[config.mk]
export PLATFORM = sky130hd
export DESIGN_NAME = addon_descriptor_parser_flat
export DESIGN_NICKNAME = d
export VERILOG_FILES = /design/src/rtl/adp_pkg.sv /design/src/rtl/adp_in_if.sv /design/src/rtl/adp_out_if.sv /design/src/rtl/addon_descriptor_parser.sv /design/src/rtl/adp_parse.sv /design/src/flat_wrapper.sv
export SDC_FILE = /design/constraint.sdc
export NUM_CORES = 1
export LEC_CHECK = 0
export BUFFER_PORTS_ARGS = -buffer_cell sky130_fd_sc_hd__buf_2
export CORE_UTILIZATION = 35
export DETAILED_ROUTE_END_ITERATION = 8
export PLACE_DENSITY = 0.63
export SETUP_SLACK_MARGIN = 0.1
export SYNTH_ARGS = -nofsm -noshare
export SYNTH_HDL_FRONTEND = slang
export SYNTH_SLANG_ARGS = --single-unit
[constraint.sdc]
create_clock -name clk -period 3.95 [get_ports clk]
set_clock_uncertainty 0.2 [all_clocks]
set_input_delay 0.79 -clock clk [delete_from_list [all_inputs] [get_ports clk]]
set_output_delay 0.79 -clock clk [all_outputs]
set_load 0.01 [all_outputs]
[src/rtl/adp_pkg.sv]
`default_nettype none

package adp_pkg;

    typedef enum logic [3:0] {
        PH_IDLE      = 4'd0,
        PH_MAGIC     = 4'd1,
        PH_NAME_LEN  = 4'd2,
        PH_NAME      = 4'd3,
        PH_DNAME_LEN = 4'd4,
        PH_DNAME     = 4'd5,
        PH_DATA_LEN  = 4'd6,
        PH_DATA      = 4'd7,
        PH_XCOUNT    = 4'd8,
        PH_XNAME_LEN = 4'd9,
        PH_XNAME     = 4'd10,
        PH_XDATA_LEN = 4'd11,
        PH_XDATA     = 4'd12,
        PH_DONE      = 4'd13,
        PH_BAD       = 4'd14
    } phase_t;

    typedef enum logic [3:0] {
        KIND_NONE       = 4'd0,
        KIND_MAGIC      = 4'd1,
        KIND_NAME_LEN   = 4'd2,
        KIND_NAME_CHAR  = 4'd3,
        KIND_DNAME_LEN  = 4'd4,
        KIND_DNAME_CHAR = 4'd5,
        KIND_DATA_LEN   = 4'd6,
        KIND_DATA_BYTE  = 4'd7,
        KIND_XCOUNT     = 4'd8
    } kind_t;

    typedef enum logic [1:0] {
        ST_PARSING  = 2'd0,
        ST_COMPLETE = 2'd1,
        ST_BAD      = 2'd2,
        ST_IGNORED  = 2'd3
    } status_t;

    localparam logic [7:0] MAGIC [4] = '{8'h53, 8'h41, 8'h4F, 8'h31};
    localparam logic [1:0] MAGIC_LAST = 2'd3;

    typedef struct packed {
        phase_t     phase;
        logic [7:0] field_index;
        logic [7:0] field_remaining;
        logic [3:0] extra_slot;
        logic [3:0] extras_total;
        logic       magic_bad;
    } parse_state_t;

    typedef struct packed {
        kind_t      field_kind;
        logic [3:0] driver_slot;
        logic [7:0] position;
        logic [7:0] field_value;
        status_t    status;
    } parse_result_t;

    function automatic logic [7:0] clamp_len(input logic [7:0] v, input logic [7:0] lim);
        return (v > lim) ? lim : v;
    endfunction

endpackage

`default_nettype wire

[src/rtl/adp_in_if.sv]
`default_nettype none

interface adp_in_if;
    logic       valid;
    logic       ready;
    logic       begin_req;
    logic [7:0] data_byte;

    modport source (output valid, output begin_req, output data_byte, input ready);
    modport sink (input valid, input begin_req, input data_byte, output ready);
endinterface

`default_nettype wire

[src/rtl/adp_out_if.sv]
`default_nettype none

interface adp_out_if;
    logic       valid;
    logic       ready;
    logic [3:0] field_kind;
    logic [3:0] driver_slot;
    logic [7:0] position;
    logic [7:0] field_value;
    logic [1:0] status;

    modport source (
        output valid, output field_kind, output driver_slot, output position,
        output field_value, output status, input ready
    );
    modport sink (
        input valid, input field_kind, input driver_slot, input position,
        input field_value, input status, output ready
    );
endinterface

`default_nettype wire

[src/rtl/addon_descriptor_parser.sv]
`default_nettype none

// add-on memory descriptor parser
// rx carries one descriptor byte per request: begin_req marks the first magic
// byte of a new descriptor and restarts the parse, data_byte is the byte read
// tx carries one tagged result per request: field_kind, driver_slot, position,
// field_value (lengths and counts after clamping) and status
// a request taken from rx is parsed from the input register into the result register,
// which drives tx (two register stages: input register, result register)
// throughput: one byte per cycle unless tx stalls, set by the combinational
// parse step between the input and result registers, which also updates the state
// when tx stalls the result register holds its request and the input register
// fills; rx ready drops once both are occupied and rises the cycle tx takes
// the waiting result
// reset clears both stages and puts the parser in idle: bytes before the
// first begin_req are reported as ignored
// NAME_MAX, DRIVER_NAME_MAX, DRIVER_DATA_MAX and EXTRA_DRIVERS_MAX set the
// clamps for the name, driver name and data lengths and the extra count

module addon_descriptor_parser #(
    parameter int NAME_MAX          = 32,
    parameter int DRIVER_NAME_MAX   = 32,
    parameter int DRIVER_DATA_MAX   = 32,
    parameter int EXTRA_DRIVERS_MAX = 8
) (
    input wire logic clk,
    input wire logic rst_n,
    adp_in_if.sink   rx,
    adp_out_if.source tx
);

    localparam logic [7:0] NAME_LIM  = 8'(NAME_MAX);
    localparam logic [7:0] DNAME_LIM = 8'(DRIVER_NAME_MAX);
    localparam logic [7:0] DATA_LIM  = 8'(DRIVER_DATA_MAX);
    localparam logic [7:0] XDRV_LIM  = 8'(EXTRA_DRIVERS_MAX);

    // input stage
    logic       in_valid_reg;
    logic       in_begin_reg;
    logic [7:0] in_byte_reg;

    // result stage
    logic                   out_valid_reg;
    adp_pkg::parse_result_t out_res_reg;

    // parser state
    adp_pkg::parse_state_t  state_reg;
    adp_pkg::parse_state_t  state_next;
    adp_pkg::parse_result_t res_next;

    logic advance;
    logic rx_take;

    // the input byte moves into the result register when that is free or drained
    assign advance  = in_valid_reg && (!out_valid_reg || tx.ready);
    assign rx.ready = !in_valid_reg || advance;
    assign rx_take  = rx.valid && rx.ready;

    adp_parse #(
        .NAME_LIM  (NAME_LIM),
        .DNAME_LIM (DNAME_LIM),
        .DATA_LIM  (DATA_LIM),
        .XDRV_LIM  (XDRV_LIM)
    ) u_parse (
        .begin_req (in_begin_reg),
        .data_byte (in_byte_reg),
        .cur       (state_reg),
        .nxt       (state_next),
        .res       (res_next)
    );

    always_ff @(posedge clk or negedge rst_n)
    begin
        if (!rst_n)
            in_valid_reg <= 1'b0;
        else if (rx.ready)
            in_valid_reg <= rx.valid;
    end

    always_ff @(posedge clk)
    begin
        if (rx_take)
        begin
            in_begin_reg <= rx.begin_req;
            in_byte_reg  <= rx.data_byte;
        end
    end

    // state changes only when a byte is consumed
    always_ff @(posedge clk or negedge rst_n)
    begin
        if (!rst_n)
        begin
            state_reg.phase           <= adp_pkg::PH_IDLE;
            state_reg.field_index     <= 8'd0;
            state_reg.field_remaining <= 8'd0;
            state_reg.extra_slot      <= 4'd0;
            state_reg.extras_total    <= 4'd0;
            state_reg.magic_bad       <= 1'b0;
        end
        else if (advance)
            state_reg <= state_next;
    end

    always_ff @(posedge clk or negedge rst_n)
    begin
        if (!rst_n)
            out_valid_reg <= 1'b0;
        else if (advance)
            out_valid_reg <= 1'b1;
        else if (tx.ready)
            out_valid_reg <= 1'b0;
    end

    always_ff @(posedge clk)
    begin
        if (advance)
            out_res_reg <= res_next;
    end

    assign tx.valid       = out_valid_reg;
    assign tx.field_kind  = out_res_reg.field_kind;
    assign tx.driver_slot = out_res_reg.driver_slot;
    assign tx.position    = out_res_reg.position;
    assign tx.field_value = out_res_reg.field_value;
    assign tx.status      = out_res_reg.status;

endmodule

`default_nettype wire

[src/rtl/adp_parse.sv]
`default_nettype none

module adp_parse #(
    parameter logic [7:0] NAME_LIM  = 8'd32,
    parameter logic [7:0] DNAME_LIM = 8'd32,
    parameter logic [7:0] DATA_LIM  = 8'd32,
    parameter logic [7:0] XDRV_LIM  = 8'd8
) (
    input  wire logic                  begin_req,
    input  wire logic [7:0]            data_byte,
    input  wire adp_pkg::parse_state_t cur,
    output adp_pkg::parse_state_t      nxt,
    output adp_pkg::parse_result_t     res
);

    adp_pkg::parse_state_t st;
    logic                  extra;
    logic                  drv_done;
    logic [7:0]            c;

    always_comb
    begin
        st       = cur;
        extra    = (cur.phase >= adp_pkg::PH_XNAME_LEN) && (cur.phase <= adp_pkg::PH_XDATA);
        drv_done = 1'b0;
        c        = 8'd0;

        res.field_kind  = adp_pkg::KIND_NONE;
        res.driver_slot = 4'd0;
        res.position    = 8'd0;
        res.field_value = 8'd0;
        res.status      = adp_pkg::ST_PARSING;

        // a new descriptor restarts from magic byte zero
        if (begin_req)
        begin
            st.phase           = adp_pkg::PH_MAGIC;
            st.field_index     = 8'd0;
            st.field_remaining = 8'd0;
            st.extra_slot      = 4'd0;
            st.extras_total    = 4'd0;
            st.magic_bad       = 1'b0;
            extra              = 1'b0;
        end

        if (extra)
            res.driver_slot = st.extra_slot + 4'd1;

        case (st.phase)
            adp_pkg::PH_MAGIC:
            begin
                res.field_kind  = adp_pkg::KIND_MAGIC;
                res.position    = st.field_index;
                res.field_value = data_byte;
                if (data_byte != adp_pkg::MAGIC[st.field_index[1:0]])
                    st.magic_bad = 1'b1;
                if (st.field_index >= {6'd0, adp_pkg::MAGIC_LAST})
                begin
                    st.field_index = 8'd0;
                    if (st.magic_bad)
                    begin
                        res.status = adp_pkg::ST_BAD;
                        st.phase   = adp_pkg::PH_BAD;
                    end
                    else
                        st.phase = adp_pkg::PH_NAME_LEN;
                end
                else
                    st.field_index = st.field_index + 8'd1;
            end
            adp_pkg::PH_NAME_LEN:
            begin
                res.field_kind     = adp_pkg::KIND_NAME_LEN;
                c                  = adp_pkg::clamp_len(data_byte, NAME_LIM);
                res.field_value    = c;
                st.field_index     = 8'd0;
                st.field_remaining = c;
                st.phase           = (c != 8'd0) ? adp_pkg::PH_NAME : adp_pkg::PH_DNAME_LEN;
            end
            adp_pkg::PH_NAME:
            begin
                res.field_kind     = adp_pkg::KIND_NAME_CHAR;
                res.position       = st.field_index;
                res.field_value    = data_byte;
                st.field_index     = st.field_index + 8'd1;
                st.field_remaining = st.field_remaining - 8'd1;
                if (st.field_remaining == 8'd0)
                    st.phase = adp_pkg::PH_DNAME_LEN;
            end
            adp_pkg::PH_DNAME_LEN, adp_pkg::PH_XNAME_LEN:
            begin
                res.field_kind     = adp_pkg::KIND_DNAME_LEN;
                c                  = adp_pkg::clamp_len(data_byte, DNAME_LIM);
                res.field_value    = c;
                st.field_index     = 8'd0;
                st.field_remaining = c;
                if (c != 8'd0)
                    st.phase = extra ? adp_pkg::PH_XNAME : adp_pkg::PH_DNAME;
                else
                    st.phase = extra ? adp_pkg::PH_XDATA_LEN : adp_pkg::PH_DATA_LEN;
            end
            adp_pkg::PH_DNAME, adp_pkg::PH_XNAME:
            begin
                res.field_kind     = adp_pkg::KIND_DNAME_CHAR;
                res.position       = st.field_index;
                res.field_value    = data_byte;
                st.field_index     = st.field_index + 8'd1;
                st.field_remaining = st.field_remaining - 8'd1;
                if (st.field_remaining == 8'd0)
                    st.phase = extra ? adp_pkg::PH_XDATA_LEN : adp_pkg::PH_DATA_LEN;
            end
            adp_pkg::PH_DATA_LEN, adp_pkg::PH_XDATA_LEN:
            begin
                res.field_kind     = adp_pkg::KIND_DATA_LEN;
                c                  = adp_pkg::clamp_len(data_byte, DATA_LIM);
                res.field_value    = c;
                st.field_index     = 8'd0;
                st.field_remaining = c;
                if (c != 8'd0)
                    st.phase = extra ? adp_pkg::PH_XDATA : adp_pkg::PH_DATA;
                else
                    drv_done = 1'b1;
            end
            adp_pkg::PH_DATA, adp_pkg::PH_XDATA:
            begin
                res.field_kind     = adp_pkg::KIND_DATA_BYTE;
                res.position       = st.field_index;
                res.field_value    = data_byte;
                st.field_index     = st.field_index + 8'd1;
                st.field_remaining = st.field_remaining - 8'd1;
                if (st.field_remaining == 8'd0)
                    drv_done = 1'b1;
            end
            adp_pkg::PH_XCOUNT:
            begin
                res.field_kind  = adp_pkg::KIND_XCOUNT;
                c               = adp_pkg::clamp_len(data_byte, XDRV_LIM);
                res.field_value = {4'd0, c[3:0]};
                st.extras_total = c[3:0];
                st.extra_slot   = 4'd0;
                if (c[3:0] == 4'd0)
                begin
                    st.phase   = adp_pkg::PH_DONE;
                    res.status = adp_pkg::ST_COMPLETE;
                end
                else
                    st.phase = adp_pkg::PH_XNAME_LEN;
            end
            default:
            begin
                res.driver_slot = 4'd0;
                res.status      = adp_pkg::ST_IGNORED;
            end
        endcase

        // end of one driver's fields: go to the extra count, the next extra driver or done
        if (drv_done)
        begin
            if (!extra)
                st.phase = adp_pkg::PH_XCOUNT;
            else
            begin
                st.extra_slot = st.extra_slot + 4'd1;
                if (st.extra_slot >= st.extras_total)
                begin
                    st.phase   = adp_pkg::PH_DONE;
                    res.status = adp_pkg::ST_COMPLETE;
                end
                else
                    st.phase = adp_pkg::PH_XNAME_LEN;
            end
        end

        nxt = st;
    end

endmodule

`default_nettype wire

[src/flat_wrapper.sv]
// flat-port wrapper written by rule: the top's interface ports become plain ports
module addon_descriptor_parser_flat 
#(
    parameter int NAME_MAX          = 32,
    parameter int DRIVER_NAME_MAX   = 32,
    parameter int DRIVER_DATA_MAX   = 32,
    parameter int EXTRA_DRIVERS_MAX = 8
)
  (clk, rst_n, rx_valid, rx_begin_req, rx_data_byte, rx_ready, tx_valid, tx_field_kind, tx_driver_slot, tx_position, tx_field_value, tx_status, tx_ready);
  adp_in_if rx_i ();
  adp_out_if tx_i ();
  input wire logic clk;
  input wire logic rst_n;
  input wire logic [$bits(rx_i.valid)-1:0] rx_valid;
  input wire logic [$bits(rx_i.begin_req)-1:0] rx_begin_req;
  input wire logic [$bits(rx_i.data_byte)-1:0] rx_data_byte;
  output wire logic [$bits(rx_i.ready)-1:0] rx_ready;
  output wire logic [$bits(tx_i.valid)-1:0] tx_valid;
  output wire logic [$bits(tx_i.field_kind)-1:0] tx_field_kind;
  output wire logic [$bits(tx_i.driver_slot)-1:0] tx_driver_slot;
  output wire logic [$bits(tx_i.position)-1:0] tx_position;
  output wire logic [$bits(tx_i.field_value)-1:0] tx_field_value;
  output wire logic [$bits(tx_i.status)-1:0] tx_status;
  input wire logic [$bits(tx_i.ready)-1:0] tx_ready;
  assign rx_i.valid = rx_valid;
  assign rx_i.begin_req = rx_begin_req;
  assign rx_i.data_byte = rx_data_byte;
  assign rx_ready = rx_i.ready;
  assign tx_valid = tx_i.valid;
  assign tx_field_kind = tx_i.field_kind;
  assign tx_driver_slot = tx_i.driver_slot;
  assign tx_position = tx_i.position;
  assign tx_field_value = tx_i.field_value;
  assign tx_status = tx_i.status;
  assign tx_i.ready = tx_ready;
  addon_descriptor_parser #(.NAME_MAX(NAME_MAX), .DRIVER_NAME_MAX(DRIVER_NAME_MAX), .DRIVER_DATA_MAX(DRIVER_DATA_MAX), .EXTRA_DRIVERS_MAX(EXTRA_DRIVERS_MAX)) u_core (.clk(clk), .rst_n(rst_n), .rx(rx_i), .tx(tx_i));
endmodule
==> results of run 1 <==
## cells in the mapped netlist, types with 2 or more instances
cell type,n,area [um^2]
nand3_1,15,75.1
o21ai_0,32,160
or4_1,2,15.0
xnor2_1,6,52.6
o41ai_1,2,17.5
nor3_2,2,20.0
and3_2,2,15.0
a21oi_1,18,90.1
or3_1,8,50.1
a311oi_1,3,26.3
and2_1,8,50.1
nor3b_1,2,15.0
clkbuf_1,19,71.3
mux2i_1,6,60.1
nand2_1,37,139
xor2_1,4,35.0
a22o_1,4,35.0
o21ai_1,2,10.0
o31a_1,3,26.3
nor2_1,28,105
a21o_1,5,37.5
o21a_1,4,30.0
nor4_1,2,12.5
nor3_1,10,50.1
dfrtp_1,31,776
or3_4,2,22.5
a211oi_1,4,30.0
edfxtp_1,35,1050
nor2b_1,15,93.8
inv_1,13,48.8
and3_1,13,81.3
nand2b_1,6,37.5
o31ai_1,3,22.5
a22o_2,2,20.0
clkbuf_8,3,41.3
a31oi_1,3,18.8
nand3b_1,2,15.0
ha_1,12,150
or2_2,2,12.5
a22oi_1,9,67.6
a221oi_1,3,26.3
and3b_1,2,17.5
## layout by cell type (no fill, tap or decap), drive strengths merged, types with 7 or more instances in the layout
master	netlist	routed
buf	3	57
nand2	38	38
edfxtp	35	35
o21ai	34	34
dfrtp	31	31
nor2	28	28
a21oi	18	18
nor2b	15	15
nand3	15	15
and3	15	15
inv	13	14
ha	12	12
nor3	12	12
or3	10	10
a22oi	9	9
clkbuf	22	9
and2	8	8
mux2i	7	7
## area by class of cell
cell class | instances | area [um^2] | share of cell area, %
Tap cell | 143 | 179 | 3.74
Clock buffer | 9 | 225 | 4.71
Clock inverter | 7 | 101 | 2.12
Multi-Input combinational cell | 312 | 2070 | 43.3
Inverter | 14 | 52.6 | 1.10
Timing Repair Buffer | 57 | 328 | 6.86
Sequential cell | 66 | 1830 | 38.2
## worst max-delay path: stages (launching register included)
cell,delay (ps)
dfrtp_1,530
o21ai_0,320
or4b_2,800
ha_1,380
nor3b_1,150
o21a_1,180
a221oi_1,270
o21ai_0,150
a311oi_1,310
a311oi_1,90
## stage by stage
stage / hold slack (ps) / power [W]
4_1_cts: 272 / 0.00291
5_1_grt: 295 / 0.00308
2_1_floorplan: 240 / 0.00175
3_5_place_dp: 259 / 0.00203
3_3_place_gp: 254 / 0.00204
6_report: 268 / 0.00291
## path summary, 6_finish.rpt
| path | startpoint | to | slack (ps) | depth (start not counted) |
|---|---|---|---|---|
| hold / removal | u_core.state_reg[3] | u_core.state_reg[3] | 270 | 2 |
| hold reg to reg | u_core.state_reg[3] | u_core.state_reg[3] | 270 | 2 |
| min in group asynchronous | rst_n | u_core.state_reg[20] | 320 | 1 |
| setup / recovery | u_core.state_reg[25] | u_core.state_reg[25] | 420 | 9 |
| max in group asynchronous | rst_n | u_core.state_reg[27] | 2740 | 1 |
| setup reg to reg | u_core.state_reg[25] | u_core.state_reg[25] | 420 | 9 |
## logic make-up after synthesis
| kind of cell | share of synthesized area (%) |
|---|---|
| simple gates | 21.5 |
| compound gates | 21.0 |
| flops | 44.7 |
| buf+inv | 4.60 |
| fa+ha+maj | 3.68 |
| xor+xnor | 2.15 |
| mux | 2.30 |
## metal layers
layer	wire [um]	global-route usage [%]
met5	0	0
met2	4810	28.8
met4	208	7.81
met3	619	3.23
met1	4640	25.3
## power by group
part           total (W)  internal, W  switching, W  leakage [nW]
registers       0.000976     0.000845      0.000131         0.747
clock network   0.000877     0.000556      0.000321         0.152
logic            0.00106     0.000425      0.000632          1.05
total            0.00291      0.00183       0.00108          1.95
==> results_dict.tcl, run 1 <==
set metrics [dict create \
    drc 0 \
    dieArea_mm2 0.0121 \
    avgRoutedWirePerCell_um 16.9 \
    finalNonFillerCells 608 \
    synth-edff-count 35 \
    finalSetupTns_ps 0 \
    cts_resized 0 \
    cap_violations 0 \
    io_pins 41 \
    syn_area_mm2 0.00408 \
    path_class "reg -> reg" \
    cts.clk_slew.worst_paths_ps 60 \
    clkSinkCount 66 \
    n_fill_cell 1099 \
    crit_fanout 14 \
    grt_max_degree 32 \
    ys.flop_type "edfxtp_1" \
    ys_ff_latch 66 \
    core-area_mm2 0.0114 \
    port-buffer-count 40 \
    status "completed" \
    ir_worst_vdd_v 0.000256 \
    cts_root_buf "clkbuf_16" \
    n_antenna_cell 0 \
    yosysSeqAreaShare_pct 44.7 \
    routed_wl_um 10300 \
    via_per_inst 5.65 \
    clockBufferDepth 2 \
    syn_nets 442 \
    async_reset_ff_share_pct 47.0 \
    cp-end-kind "flip-flop" \
    power_density_mw_per_mm2 609 \
    fmax_ghz 0.283 \
    fin_crit_sh_pct 89.3 \
    dr.pass1.iters 5 \
    hold_buffers 0 \
    grt_pass1_wl_um 16700 \
    final_util_pct 42.0 \
    largest_register_ffs 29 \
    max_slew_margin_pct 49.1 \
    area.growth.synth_to_final_pct 17.1 \
    place_area_mm2 0.00445 \
    hold_viol_final 0 \
    grt_usage_pct 18.5 \
    drtIter0Drc 218 \
    rsz0062_at_grt "no" \
    dp_slack_ps 458 \
    antenna_found_initial 0 \
    ant_nets 0 \
    rows 39 \
    cp.arrival_ps 3520 \
    die_w_um 110 \
    cts_tree "yes" \
    final_layout_size_suffix_gt1_share_pct 20.9 \
    hpwl_um 7410 \
    synth.distinct_cells 75 \
    grt_overflow 0 \
    crit_required_ps 3940 \
    yosysWarnings 0 \
    worstMarginPinSlew_ps 764 \
    final_area_mm2 0.00478 \
    finalCriticalPeriod_ps 3530 \
    cts_buffers 9 \
    placed_cells 592 \
    die_y_um 110 \
    h-tree-depth 3 \
    vias 3437 \
    setup_ws_ps 421 \
    power.leakage_nw 1.95 \
    fin_nets 485 \
    post_cts_buffers 0 \
    finalWeightedCongestion 0.912 \
    postSynthCellCount 417 \
    clock_latency_ps 340 \
    cp-start-kind "flip-flop" \
    syn_avg_cell_area_um2 9.79 \
    setup_violations 0 \
    hp-class "reg -> reg" \
    grt_pass1_vias 3220 \
    slew_violations 0 \
    initial_core_util_pct 35.9 \
]
Power figures use the tool's default switching activity.
==> run 2: changes to the inputs <==
--- a/config.mk
+++ b/config.mk
@@ -6,6 +6,7 @@
 export NUM_CORES = 1
 export LEC_CHECK = 0
 export BUFFER_PORTS_ARGS = -buffer_cell sky130_fd_sc_hd__buf_2
+export CORE_ASPECT_RATIO = 1.2
 export CORE_UTILIZATION = 35
 export DETAILED_ROUTE_END_ITERATION = 8
 export PLACE_DENSITY = 0.63
==> results_dict.tcl, run 2 (synthesized netlist as in run 1, its figures left out) <==
set metrics [dict create \
    worstMarginPinSlew_ps 804 \
    fin_crit_sh_pct 85.9 \
    final_layout_size_suffix_gt1_share_pct 20.4 \
    initial_core_util_pct 36.5 \
    vias 3471 \
    cts.clk_slew.worst_paths_ps 60 \
    n_fill_cell 1071 \
    finalSetupTns_ps 0 \
    final_common_cell "buf_2" \
    die_y_um 120 \
    hp-start "u_core.state_reg[3]" \
    ir_worst_vdd_v 0.000354 \
    max_slew_margin_pct 46.4 \
    rows 42 \
    whs_endpoint "u_core.state_reg[3]" \
    drc 0 \
    hp-class "reg -> reg" \
    status "completed" \
    port-buffer-count 40 \
    grt_usage_pct 18.3 \
    final_cell_mix "buf_2 (40), nand2_1 (37), edfxtp_1 (35)" \
    power_density_mw_per_mm2 595 \
    hpwl_um 7280 \
    r2r_start "u_core.in_begin_reg" \
    cts_root_buf "clkbuf_16" \
    hold_buffers 0 \
    h-tree-depth 3 \
    grt_pass1_wl_um 17000 \
    cts_buffers 9 \
    post_cts_buffers 0 \
    clock_latency_ps 340 \
    die_w_um 101 \
    io_pins 41 \
    finalWeightedCongestion 0.915 \
    power.leakage_nw 1.95 \
    cp-startpoint "u_core.in_begin_reg" \
    r2r_cells 9 \
    drtIter0Drc 288 \
    hold_viol_final 0 \
    fin_nets 485 \
    slew_violations 0 \
    rsz0062_at_grt "no" \
    grt_max_degree 32 \
    clockBufferDepth 2 \
    largest_register_ffs 29 \
    crit_fanout 12 \
    clkSinkCount 66 \
    cap_violations 0 \
    ff2ff_setup_slack_ps 560 \
    area.growth.synth_to_final_pct 16.7 \
    path_class "reg -> reg" \
    cp.arrival_ps 3430 \
    via_per_inst 5.61 \
    ant_nets 0 \
    finalCriticalPeriod_ps 3390 \
    routed_wl_um 10500 \
    hold_path_depth 2 \
    grt_pass1_vias 3318 \
    core-area_mm2 0.0112 \
    crit_required_ps 3990 \
    cts_resized 0 \
    cts_tree "yes" \
    antenna_found_initial 0 \
    dr.pass1.iters 6 \
    dieArea_mm2 0.0121 \
    setup_violations 0 \
    cp-start-kind "flip-flop" \
    n_antenna_cell 0 \
    avgRoutedWirePerCell_um 17.0 \
    r2r_end "u_core.state_reg[25]" \
    grt_overflow 0 \
    final_util_pct 42.6 \
    fmax_ghz 0.295 \
    cp-end-kind "flip-flop" \
]
## run 2: cell types whose count changed in the layout (fill, tap and decap cells not counted)
cell	before	now
clkinv_2	0	1
clkinv_4	2	1
bufinv_16	2	1
clkinv_1	1	2
clkbuf_1	0	1
clkbuf_8	0	1
clkinvlp_4	2	1
inv_6	1	0
## run 2: metrics by stage
step                power [W]  instance area, um^2  std cells  setup slack (ps)  hold slack [ps]
detailed placement    0.00203                 4470        603               590              266
global placement      0.00202                 4470        603               618              253
finish                0.00284                 4770        619               557              273
floorplan             0.00175                 4080        417               411              240
global route          0.00301                 4770        619               305              302
CTS                   0.00285                 4770        619               572              277
## run 2: worst max-delay path: stages, from the launching register on
cell       delay [ps]
edfxtp_1          510
inv_1             340
nand2_1           140
ha_1              300
or3_4             360
a2111oi_4         350
o311ai_4          230
o31ai_2           530
a311oi_1          100
a311oi_1          250
## run 2: power breakdown
group | switching [W] | total [W] | internal (W)
combinational | 0.000638 | 0.00106 | 0.000424
clock | 0.000298 | 0.000801 | 0.000503
sequential | 0.000128 | 0.000973 | 0.000845
## run 2: how the worst max path moves through the flow
stage                           end
6_report       u_core.state_reg[25]
5_1_grt        u_core.state_reg[25]
4_1_cts        u_core.state_reg[25]
3_5_place_dp   u_core.state_reg[27]
3_3_place_gp    u_core.tx.status[0]
2_1_floorplan  u_core.state_reg[27]
## run 2: cell type report
type                    count  area [um^2]  area share, %
clock inverters             5         55.1           1.16
clock buffers              11          243           5.09
well taps                 154          193           4.04
multi-input cells         312         2070           43.4
inverters                  14         52.6           1.10
repair buffers             57          328           6.88
flip-flops and latches     66         1830           38.3
## run 2: metal layers
layer	part of all wire, %	vias to the layer above	global-route usage (%)
met5	0	-	0
met4	2.6	0	9.51
met3	5.7	25	3.47
met2	48	141	29.2
met1	43	1668	23.5
li1	-	1637	-
==> run 3: changes to the inputs <==
--- a/config.mk
+++ b/config.mk
@@ -6,10 +6,12 @@
 export NUM_CORES = 1
 export LEC_CHECK = 0
 export BUFFER_PORTS_ARGS = -buffer_cell sky130_fd_sc_hd__buf_2
+export CELL_PAD_IN_SITES_DETAIL_PLACEMENT = 1
+export CELL_PAD_IN_SITES_GLOBAL_PLACEMENT = 2
 export CORE_ASPECT_RATIO = 1.2
 export CORE_UTILIZATION = 35
 export DETAILED_ROUTE_END_ITERATION = 8
-export PLACE_DENSITY = 0.63
+export PLACE_DENSITY = 0.86
 export SETUP_SLACK_MARGIN = 0.1
 export SYNTH_ARGS = -nofsm -noshare
 export SYNTH_HDL_FRONTEND = slang
==> results_dict.tcl, run 3 (synthesized netlist as in run 1, its figures left out) <==
set metrics [dict create \
    switchingPower_w 0.00108 \
    cts_root_buf "clkbuf_16" \
    pwr-share-seq_pct 33.2 \
    max_stage_delay_ps 810 \
    fin_total_pwr_w 0.00297 \
    routed_wl_um 11400 \
    setup_ws_ps 457 \
    clkSinkCount 66 \
    crit_family "simple AND/OR/NAND/NOR gates" \
    cp-end-kind "flip-flop" \
    grt_pass1_wl_um 18800 \
    clock_latency_ps 340 \
    n_antenna_cell 0 \
    p_sw_share_pct 36.5 \
    hpwl_um 8050 \
    path_class "reg -> reg" \
    grt_pass1_vias 3610 \
    initial_core_util_pct 36.5 \
    crit_buf_inv 0 \
    area.growth.synth_to_final_pct 17.6 \
    final_layout_size_suffix_gt1_share_pct 20.5 \
    max_slew_margin_pct 45.0 \
    rsz0062_at_grt "no" \
    port-buffer-count 40 \
    cap_violations 0 \
    largest_register_ffs 29 \
    hold_viol_final 0 \
    ir_worst_vdd_v 0.000236 \
    via_per_inst 5.55 \
    hp-class "reg -> reg" \
    cts_tree "yes" \
    clockBufferDepth 2 \
    dr.pass1.iters 4 \
    dp_slack_ps 481 \
    die_w_um 101 \
    crit_required_ps 3940 \
    power_density_mw_per_mm2 618 \
    grt_usage_pct 20.4 \
    dieArea_mm2 0.0121 \
    power.leakage_nw 1.96 \
    setup_violations 0 \
    vias 3431 \
    antenna_found_initial 0 \
    cp.arrival_ps 3480 \
    worstMarginPinSlew_ps 825 \
    ant_nets 0 \
    placed_cells 602 \
    fin_nets 484 \
    die_y_um 120 \
    final_cell_mix "buf_2 (40), nand2_1 (37), edfxtp_1 (35)" \
    finalWeightedCongestion 0.886 \
    p_comb_share_pct 35.5 \
    cp-start-kind "flip-flop" \
    worstPathCellList "nor3_1 -> or4b_2 -> ha_1 -> nor3b_1 -> o21a_1 -> a221oi_1 -> o21ai_0 -> a311oi_1 -> a311oi_1" \
    hold_path_depth 2 \
    r2r_cells 9 \
    io_pins 41 \
    clock_power_share_pct 31.3 \
    fin_crit_sh_pct 88.4 \
    finalSetupTns_ps 0 \
    n_fill_cell 1276 \
    fmax_ghz 0.286 \
    hold_buffers 0 \
    core-area_mm2 0.0112 \
    avgRoutedWirePerCell_um 18.4 \
    crit_fanout 15 \
    grt_max_degree 32 \
    path_common_cell "a311oi_1" \
    cp.depth 9 \
    status "completed" \
    p_int_w 0.00189 \
    hold-worst-slack_ps 274 \
    cts_buffers 9 \
    finalNonFillerCells 618 \
    rows 42 \
    cts_resized 0 \
    crit_path_top_delay_cell "or4b_2" \
    cts.clk_slew.worst_paths_ps 60 \
    drc 0 \
    post_cts_buffers 0 \
    ff2ff_setup_slack_ps 460 \
    h-tree-depth 3 \
    drtIter0Drc 174 \
    final_common_cell "buf_2" \
    finalCriticalPeriod_ps 3490 \
    grt_overflow 0 \
    slew_violations 0 \
]
## run 3: cell types whose count changed in the layout (fill, tap and decap cells not counted), sizes merged
cell      change
bufinv        +2
buf           -1
clkinvlp      -1
clkbuf        -2
inv           +1
## run 3: tightest hold or removal path, cell delays in order (launching register included)
cell and delay (ps):
dfrtp_1 340, nand2_1 50, nand2_1 50
## run 3: final cells by class
class	count	area (um^2)	share of cell area (%)
Clock buffer	9	225	4.69
Clock inverter	7	116	2.42
Inverter	14	52.6	1.09
Multi-Input combinational cell	312	2070	43.1
Sequential cell	66	1830	38.0
Tap cell	154	193	4.01
Timing Repair Buffer	56	320	6.67
## run 3: stage by stage
step,util (%),cell area (um^2)
2_1_floorplan,-,4080
3_3_place_gp,39.9,4460
3_5_place_dp,39.9,4460
4_1_cts,42.9,4800
5_1_grt,42.9,4800
6_report,42.9,4800
## run 3: path summary, 6_finish.rpt
| path | from | end |
|---|---|---|
| worst max-delay path | u_core.state_reg[27] | u_core.state_reg[25] |
| worst min-delay path | u_core.state_reg[3] | u_core.state_reg[3] |
| worst max register to register | u_core.state_reg[27] | u_core.state_reg[25] |
| worst min register to register | u_core.state_reg[3] | u_core.state_reg[3] |
| max in group asynchronous | rst_n | u_core.state_reg[23] |
| min in group asynchronous | rst_n | u_core.state_reg[16] |
## run 3: per-layer routing
layer	share of wire (%)	vias to the layer above	global-route usage (%)	wire length, um
met3	2.1	16	3.41	243
met4	1.8	0	8.15	204
li1	-	1640	-	-
met5	0	-	0	0
met2	53	47	36.0	5990
met1	43	1728	24.5	4920
## run 3: power groups by stage
stage | sequential [W] | clock, W | combinational (W)
2_1_floorplan | 0.000945 | 0 | 0.000804
3_3_place_gp | 0.000988 | 0 | 0.00103
3_5_place_dp | 0.000996 | 0 | 0.00105
4_1_cts | 0.000984 | 0.000944 | 0.00105
5_1_grt | 0.00100 | 0.000970 | 0.00117
6_report | 0.000986 | 0.000929 | 0.00105
